File: src/rgbob_pkg.sv
package rgbob_pkg;

	// pixel format codes held in the format register
	localparam logic [2:0] FMT_RGBA8 = 3'd0;
	localparam logic [2:0] FMT_RGB8  = 3'd1;
	localparam logic [2:0] FMT_RG48  = 3'd2;
	localparam logic [2:0] FMT_R10K  = 3'd3;
	localparam logic [2:0] FMT_R12L  = 3'd4;

	localparam int FMT_W     = 3;
	localparam int COMP_W    = 16;
	localparam int CHUNK_W   = 96;
	localparam int NUM_LANES = 8;

	// component depth of one blend lane
	typedef enum logic [1:0] {
		DEP_8,
		DEP_10,
		DEP_12,
		DEP_16
	} depth_t;

	// operands of one blend lane: overlay value, destination value, alpha
	typedef struct packed {
		logic [COMP_W-1:0] s;
		logic [COMP_W-1:0] d;
		logic [COMP_W-1:0] a;
		depth_t            dep;
	} lane_op_t;

	// input request payload, first field in the highest bits
	typedef struct packed {
		logic [31:0]       dst_high;
		logic [63:0]       dst_low;
		logic [COMP_W-1:0] ov_alpha1;
		logic [COMP_W-1:0] ov_blue1;
		logic [COMP_W-1:0] ov_green1;
		logic [COMP_W-1:0] ov_red1;
		logic [COMP_W-1:0] ov_alpha0;
		logic [COMP_W-1:0] ov_blue0;
		logic [COMP_W-1:0] ov_green0;
		logic [COMP_W-1:0] ov_red0;
	} item_t;

	localparam int ITEM_W = $bits(item_t);

endpackage

File: src/rgbob_mix.sv
module rgbob_mix (
	input  rgbob_pkg::lane_op_t          op,
	output logic [rgbob_pkg::COMP_W-1:0] q
);
	import rgbob_pkg::*;

	logic [4:0]         sh;
	logic signed [16:0] diff;
	logic signed [33:0] prod;
	logic [32:0]        d_sh;
	logic [32:0]        d_max;
	logic signed [33:0] num_full;
	logic [31:0]        num;
	logic [31:0]        num_hi;
	logic [32:0]        t;
	logic [32:0]        t_sh;

	always_comb begin
		case (op.dep)
			DEP_8:   sh = 5'd8;
			DEP_10:  sh = 5'd10;
			DEP_12:  sh = 5'd12;
			DEP_16:  sh = 5'd16;
			default: sh = 5'd8;
		endcase
	end

	// s*a + d*(max-a) rewritten as d*max + (s-d)*a: one multiply
	assign diff     = $signed({1'b0, op.s}) - $signed({1'b0, op.d});
	assign prod     = diff * $signed({1'b0, op.a});
	assign d_sh     = {17'd0, op.d} << sh;
	assign d_max    = d_sh - {17'd0, op.d};
	assign num_full = $signed({1'b0, d_max}) + prod;
	assign num      = num_full[31:0];

	// floor(x / (2^n - 1)) for x <= (2^n - 1)^2 as (x + (x >> n) + 1) >> n
	assign num_hi = num >> sh;
	assign t      = {1'b0, num} + {1'b0, num_hi} + 33'd1;
	assign t_sh   = t >> sh;
	assign q      = t_sh[COMP_W-1:0];

endmodule

File: config.mk
export PLATFORM = sky130hd
export DESIGN_NAME = rgbob_mix
export DESIGN_NICKNAME = d
export VERILOG_FILES = /design/src/rgbob_pkg.sv /design/src/rgbob_mix.sv
export SDC_FILE = /design/constraint.sdc
export NUM_CORES = 1
export LEC_CHECK = 0
export ABC_AREA = 1
export ABC_CLOCK_PERIOD_IN_PS = 13900
export BUFFER_PORTS_ARGS = -buffer_cell sky130_fd_sc_hd__clkbuf_2
export CAP_MARGIN = 40
export CORE_MARGIN = 2
export CORE_UTILIZATION = 37
export DETAILED_ROUTE_END_ITERATION = 10
export PLACE_DENSITY = 0.63
export SETUP_SLACK_MARGIN = 0.05
export SLEW_MARGIN = 15
export SYNTH_ARGS = -nofsm -noshare
export SYNTH_HDL_FRONTEND = slang
export SYNTH_SLANG_ARGS = --single-unit
File: constraint.sdc
create_clock -name vclk -period 13.9
set_clock_uncertainty 0.05 [all_clocks]
set_input_delay 1.39 -clock vclk [all_inputs]
set_output_delay 1.39 -clock vclk [all_outputs]
set_load 0.02 [all_outputs]
==> flow_metrics.py <==
metrics = {
    "worst_hold_path": {
        "worstHoldStart": "op[1]",
        "worstHoldEndpoint": "q[10]",
        "hold_path_class": "input port to output port",
        "whs_path_depth": 5,
    },
    "global_route": {
        "grt_max_degree": 32,
        "grt_pass1_wl_um": 81900,
        "grtUsageTotal_pct": 24.2,
        "antenna_found_initial": 1,
        "grt_overflow": 0,
        "grt_pass1_vias": 14572,
    },
    "setup_path": {
        "cpMaxStageDelayCell": "fa_1",
        "timing.critical_path.mode_cell": "nand2_1",
        "cp.arrival_ps": 11780,
        "max_stage_delay_ps": 530,
        "worstSetupEndpointType": "output port",
        "worstSetupPathType": "input port to output port",
        "critPathRequiredTime_ps": 12460,
        "path_max_fanout": 10,
        "start_kind": "input port",
    },
    "routing": {
        "met1_length_um": 22000,
        "wl_met3_um": 5160,
        "route.met2.wl_um": 24600,
        "first_iter_violations": 1277,
        "avgRoutedWirePerCell_um": 19.1,
        "drt-total-wl_um": 53500,
        "antenna_left": 0,
        "via_per_inst": 5.17,
        "firstDrtPassIters": 8,
        "num_vias": 14501,
        "drc": 0,
        "top_layer": "met5",
    },
    "timing": {
        "final_max_slew_viol_count": 0,
        "period_minus_slack_ps": 13220,
        "rsz0062_at_grt": "false",
        "setup_viol_count_final": 0,
        "hold_violations": 0,
        "max_slew.worst_pin.slew_ps": 661,
        "setup-tns-final_ps": 0,
        "period_share_pct": 95.1,
        "fin_ws_ps": 682,
        "max_freq_ghz": 0.0757,
        "slew_headroom_pct": 55.8,
    },
    "placement": {
        "hpwl_um": 46100,
        "place_congestion": 0.975,
        "place_ws_ps": 816,
        "io_buffers": 66,
    },
    "floorplanning": {
        "die_h_um": 211,
        "core-area_mm2": 0.0420,
        "io_pins": 66,
        "initial_core_util_pct": 37.6,
        "die_w_um": 211,
        "dieArea_mm2": 0.0444,
        "rows": 75,
    },
    "finish": {
        "nets": 2760,
        "fill_cells": 4462,
        "num-clock-buffers": 0,
        "diodes": 0,
        "drive_gt1_share_pct": 7.07,
        "area_growth_pct": 6.38,
        "finalCoreUtilization_pct": 40.0,
        "flops_and_latches": 0,
        "register_area_um2": 0,
    },
    "synthesis": {
        "syn-instance-count": 2218,
        "syn_area_per_cell_um2": 7.12,
        "ys_seq_area_share_pct": 0,
        "synth_area_leader_cell": "fa_1",
        "synth_area_leaders": "fa_1 40%, inv_1 14%, nand2_1 11%",
        "synth_top_area_share_pct": 40.2,
        "synth_area_mm2": 0.0158,
        "synth_warnings": 0,
        "ys_types": 58,
    },
    "flow_run": {
        "maxCapViolations": 0,
    },
    "clock_network": {
        "cts_setup_buffers": 0,
    },
    "run_status": {
        "status": "finished clean",
    },
}
## cells in the final DEF (no fill, tap or decap), drive strengths merged, types with 16 or more instances in the layout
master,netlist,final
clkbuf,38,66
nor2,215,215
inv,596,595
o21ai,65,65
nand3,82,82
buf,10,18
a21oi,86,86
nand2,495,495
ha,127,127
xnor2,25,25
fa,317,317
or2,18,18
o22ai,16,16
xor2,29,29
## cells in the mapped netlist, drive strengths merged, types with 11 or more instances
master	n
inv	596
nand2	495
fa	317
nor2	215
ha	127
a21oi	86
nand3	82
o21ai	65
clkbuf	38
xor2	29
xnor2	25
or2	18
o22ai	16
clkinv	11
## worst max path at each step
stage | startpoint | end | slack [ps] | depth (start not counted)
final | op[20] | q[3] | 680 | 48
after global routing | op[18] | q[3] | 90 | 48
after CTS | op[20] | q[3] | 770 | 48
after detailed placement | op[20] | q[3] | 820 | 53
after global placement | op[20] | q[3] | 870 | 47
after floorplan | op[34] | q[3] | 1840 | 47
## cells by family after synthesis
| kind of cell | after synthesis | share of synthesized area (%) |
|---|---|---|
| compound gates | 227 | 8.67 |
| xor+xnor | 54 | 3.28 |
| fa+ha+maj | 444 | 50.2 |
| buf+inv | 655 | 15.6 |
| other cells | 2 | 0.0475 |
| simple gates | 836 | 22.1 |
## per-layer routing
layer	vias up	track usage, %
met2	635	39.1
met1	7108	32.7
met4	2	6.90
met5	-	0
li1	6652	-
met3	104	5.04
## worst max-delay path: cells and delay by family
kind	cells	cell delay (ps)
buffers and inverters	12	1540
XOR/XNOR	1	200
AO/OA/AOI/OAI	9	2020
AND/OR/NAND/NOR	17	2710
adder cells (fa/ha/maj)	9	3920
## stage by stage
stage / instance area, um2 / std cells / hold slack, ps
final: 16800 / 2803 / 3380
after global placement: 16800 / 2803 / 3370
after floorplan: 15800 / 2228 / 3210
after detailed placement: 16800 / 2803 / 3380
after CTS: 16800 / 2803 / 3380
after global routing: 16800 / 2803 / 3400
## timing repair
item / in CTS / in global routing
hold buffers: 0 / 0
endpoints found under the hold margin: 0 / 0
resized for setup: 0 / 4
endpoints found under the setup margin: 0 / 1
## cell type report
cell class | count | area, um2 | area share [%]
Inverter | 607 | 2290 | 13.6
Multi-Input combinational cell | 1573 | 13400 | 79.6
Tap cell | 539 | 674 | 4.01
Timing Repair Buffer | 84 | 465 | 2.77
Power is not shown: default switching activity piles up to over one toggle a cycle in this logic, so the estimate is an artifact.
