`src/rgbob_pkg.sv`:
```
package rgbob_pkg;

	// pixel format codes held in the format register
	localparam logic [2:0] FMT_RGBA8 = 3'd0;
	localparam logic [2:0] FMT_RGB8  = 3'd1;
	localparam logic [2:0] FMT_RG48  = 3'd2;
	localparam logic [2:0] FMT_R10K  = 3'd3;
	localparam logic [2:0] FMT_R12L  = 3'd4;

	localparam int FMT_W     = 3;
	localparam int COMP_W    = 16;
	localparam int CHUNK_W   = 96;
	localparam int NUM_LANES = 8;

	// component depth of one blend lane
	typedef enum logic [1:0] {
		DEP_8,
		DEP_10,
		DEP_12,
		DEP_16
	} depth_t;

	// operands of one blend lane: overlay value, destination value, alpha
	typedef struct packed {
		logic [COMP_W-1:0] s;
		logic [COMP_W-1:0] d;
		logic [COMP_W-1:0] a;
		depth_t            dep;
	} lane_op_t;

	// input request payload, first field in the highest bits
	typedef struct packed {
		logic [31:0]       dst_high;
		logic [63:0]       dst_low;
		logic [COMP_W-1:0] ov_alpha1;
		logic [COMP_W-1:0] ov_blue1;
		logic [COMP_W-1:0] ov_green1;
		logic [COMP_W-1:0] ov_red1;
		logic [COMP_W-1:0] ov_alpha0;
		logic [COMP_W-1:0] ov_blue0;
		logic [COMP_W-1:0] ov_green0;
		logic [COMP_W-1:0] ov_red0;
	} item_t;

	localparam int ITEM_W = $bits(item_t);

endpackage

```
`src/rgbob_pack.sv`:
```
module rgbob_pack (
	input  logic [rgbob_pkg::CHUNK_W-1:0]                      chunk,
	input  logic [rgbob_pkg::NUM_LANES-1:0][rgbob_pkg::COMP_W-1:0] q,
	input  logic [rgbob_pkg::FMT_W-1:0]                        fmt,
	input  logic                                               both,
	output logic [rgbob_pkg::CHUNK_W-1:0]                      res
);
	import rgbob_pkg::*;

	// r10k word from three 10-bit components, pad bits set
	function automatic logic [31:0] r10k_word(logic [9:0] r, logic [9:0] g, logic [9:0] b);
		return {b[5:0], 2'b11, g[3:0], b[9:6], r[1:0], g[9:4], r[9:2]};
	endfunction

	always_comb begin
		res = chunk;
		case (fmt)
			FMT_RGBA8: begin
				for (int c = 0; c < 4; c++) begin
					res[8*c +: 8] = q[c][7:0];
					if (both) begin
						res[8*(4+c) +: 8] = q[4+c][7:0];
					end
				end
			end
			FMT_RGB8: begin
				for (int c = 0; c < 3; c++) begin
					res[8*c +: 8] = q[c][7:0];
					if (both) begin
						res[8*(3+c) +: 8] = q[4+c][7:0];
					end
				end
			end
			FMT_RG48: begin
				for (int c = 0; c < 3; c++) begin
					res[16*c +: 16] = q[c];
					if (both) begin
						res[48+16*c +: 16] = q[4+c];
					end
				end
			end
			FMT_R10K: begin
				res[31:0] = r10k_word(q[0][9:0], q[1][9:0], q[2][9:0]);
				if (both) begin
					res[63:32] = r10k_word(q[4][9:0], q[5][9:0], q[6][9:0]);
				end
			end
			FMT_R12L: begin
				// lone pixel is dropped in this format
				if (both) begin
					res[71:0] = {q[6][11:0], q[5][11:0], q[4][11:0],
						q[2][11:0], q[1][11:0], q[0][11:0]};
				end
			end
			default: begin
				res = chunk;
			end
		endcase
	end

endmodule

```
`config.mk`:
```
export PLATFORM = sky130hd
export DESIGN_NAME = rgbob_pack
export DESIGN_NICKNAME = d
export VERILOG_FILES = /design/src/rgbob_pkg.sv /design/src/rgbob_pack.sv
export SDC_FILE = /design/constraint.sdc
export NUM_CORES = 1
export LEC_CHECK = 0
export BUFFER_PORTS_ARGS = -buffer_cell sky130_fd_sc_hd__buf_4
export CORE_AREA = 3 3 126 128
export DETAILED_ROUTE_END_ITERATION = 6
export DIE_AREA = 0 0 129 131
export PLACE_DENSITY = 0.55
export SLEW_MARGIN = 40
export SYNTH_ARGS = -nofsm -noshare
export SYNTH_HDL_FRONTEND = slang
export SYNTH_SLANG_ARGS = --single-unit
```
`constraint.sdc`:
```
create_clock -name vclk -period 1.5
set_clock_uncertainty 0.2 [all_clocks]
set_input_delay 0.075 -clock vclk [all_inputs]
set_output_delay 0.075 -clock vclk [all_outputs]
set_load 0.01 [all_outputs]
```
==> flow_summary.toml <==
[critical_path]
critPathKind = "in -> out"
critPathCapture = "res[51]"
worstSetupStartpointType = "input port"
crit_path_start = "fmt[2]"
endpoint_kind = "output port"
cp.arrival_ns = 1.30
cp.required_ns = 1.22
cp_max_fo = 5

[sta]
rsz0062_at_grt = "yes"
finalCritPeriodShare_pct = 105
fmax_mhz = 637
min_period_ns = 1.57
setup_ws_ns = -0.0710
slew_headroom_pct = 74.6
finalHoldViolations = 0
drv_slew = 0
finalSetupViolCount = 46
tightestPinTransition_ns = 0.377

[final_layout]
final_common_cell = "buf_4"
insertedDiodeCount = 0
areaGrowthSynthToFinish_pct = 114
nClkBuffers = 0
fin_util_pct = 58.7
drive_above_1_share_pct = 56.9
finalNetCount = 1274
regArea_um2 = 0
flops_and_latches = 0
final_cell_mix = "buf_4 (364), a21oi_1 (86), nor2_1 (75), buf_6 (55), nand2b_1 (37)"
multi_input_area_um2 = 4280
fillers = 1405

[power]
p_int_mw = 1.72
vdd.ir_drop.worst_mv = 0.196
power.total_mw = 3.12
p_sw_mw = 1.41
leakage_nw = 4.04
power_density_nw_per_um2 = 355
p_sw_share_pct = 45.0
comb_power_share_pct = 100.0
p_clk_share_pct = 0
p_seq_share_pct = 0

[synthesis]
netlist_instances = 655
syn_area_um2 = 4120
syn_nets = 883
yosys_warnings = 0
seq_area_frac_synth_pct = 0
avgSynthCellArea_um2 = 6.29
yosysUniqueCellTypes = 49

[route]
first_iter_violations = 813
ant_nets = 0
vias = 6938
wl_um = 25800
first_pass_iters = 5
vias_per_cell = 5.63
remaining_drc_errors = 0
wl_per_cell_um = 21.0

[global_route]
grt_pass1_wl_um = 36900
overflow = 0
grt_antenna_before_repair = 0
grt_max_degree = 33
grt_util_all_layers_pct = 27.2
grt_pass1_vias = 6531

[floorplan]
dieArea_um2 = 16900
start_util_pct = 27.5
ios = 324
die_h_um = 131
core.rowCount = 45
die_x_um = 129
coreArea_um2 = 15000

[place]
hpwl_um = 19100
portBuffers = 308
preCtsSetupSlack_ns = -0.312
gp_congestion = 0.887

[status]
violations = "setup timing"
status = "finished with violations"

[min_path]
min-delay-path-class = "in -> out"

[flow_run]
maxCapViolCount = 0

[cts]
hold_buffers = 0
worst max-delay path, stage by stage:
cell,delay [ns]
buf_12,0.12
buf_12,0.13
buf_12,0.13
buf_6,0.11
mux2i_1,0.18
a21oi_1,0.11
a221oi_2,0.21
nor2_1,0.08
buf_4,0.14
cell usage after synthesis, drive strengths merged:
cell     instances  area (um2)
nand2           25        93.8
o31ai            6        45.0
a221oi          13         114
mux2i           38         380
buf             64         384
o32a            12         120
nor3             8        51.3
o31a             1        8.76
o32ai            3        26.3
o22ai           17         106
mux2            32         360
o211ai           6        45.0
a22oi           22         165
or3b             1        8.76
nor2b           16         100
a22o             4        35.0
and2             2        12.5
o21ai           44         220
a31oi           11        68.8
a21oi          108         544
o221ai           1        8.76
nor2            82         310
nand2b          42         263
inv             13        48.8
a21o            11        82.6
clkbuf          10        38.8
a211oi           8        60.1
o21a            10        75.1
nor3b            1        7.51
o2bb2ai          3        26.3
nand3           10        50.1
or2              2        12.5
nor4bb           1        10.0
or3              4        25.0
a32oi            6        52.6
o22a            15         131
a2111oi          1        8.76
o41ai            1        8.76
a221o            1        10.0
final cells by class:
cell class                      count  area share, %
Tap cell                          188           2.67
Inverter                           13          0.640
Timing Repair Buffer              462           48.1
Multi-Input combinational cell    569           48.6
per-stage QoR:
step	hold slack (ns)	setup TNS, ns	instance area [um2]	cells
6_report	0.243	-1.67	8800	1232
3_5_place_dp	0.238	-11.80	7280	1191
2_1_floorplan	0.0608	0	4120	655
3_3_place_gp	0.236	-11.12	7280	1191
4_1_cts	0.245	-1.86	8330	1218
5_1_grt	0.256	-4.45	8800	1232
per-layer routing:
layer  vias up  wire length [um]  global-route usage, %
li1       3273                 -                      -
met1      3277             10700                   36.9
met2       355             12600                   46.6
met3        33              2130                   4.55
met4         0               430                   3.58
met5         -                 0                      0
kinds of logic after synthesis:
kind of cell | synth area share [%]
buffers and inverters | 11.4
AOI/OAI and AO/OA | 47.6
and+or+nand+nor | 22.9
muxes | 18.0
power by group through the flow:
stage	combinational, mW	clock [mW]	sequential [mW]
3_5_place_dp	2.54	0	0
5_1_grt	3.31	0	0
2_1_floorplan	1.16	0	0
6_report	3.12	0	0
4_1_cts	2.90	0	0
3_3_place_gp	2.54	0	0
repair_timing:
item / CTS / global route
pin swaps: 37 / 41
gates resized for setup: 171 / 102
buffers inserted: 20 / 14
gates cloned: 8 / 4
endpoints found under the setup margin: 96 / 92
worst min path at each step:
stage / slack (ns) / startpoint / to / cells after the start
finish: 0.24 / chunk[32] / res[32] / 3
detailed placement: 0.24 / chunk[90] / res[90] / 3
global placement: 0.24 / chunk[88] / res[88] / 3
floorplan: 0.06 / chunk[36] / res[36] / 2
CTS: 0.24 / chunk[38] / res[38] / 3
global route: 0.26 / chunk[82] / res[82] / 3
No activity file was read; power rests on OpenSTA's default activity.
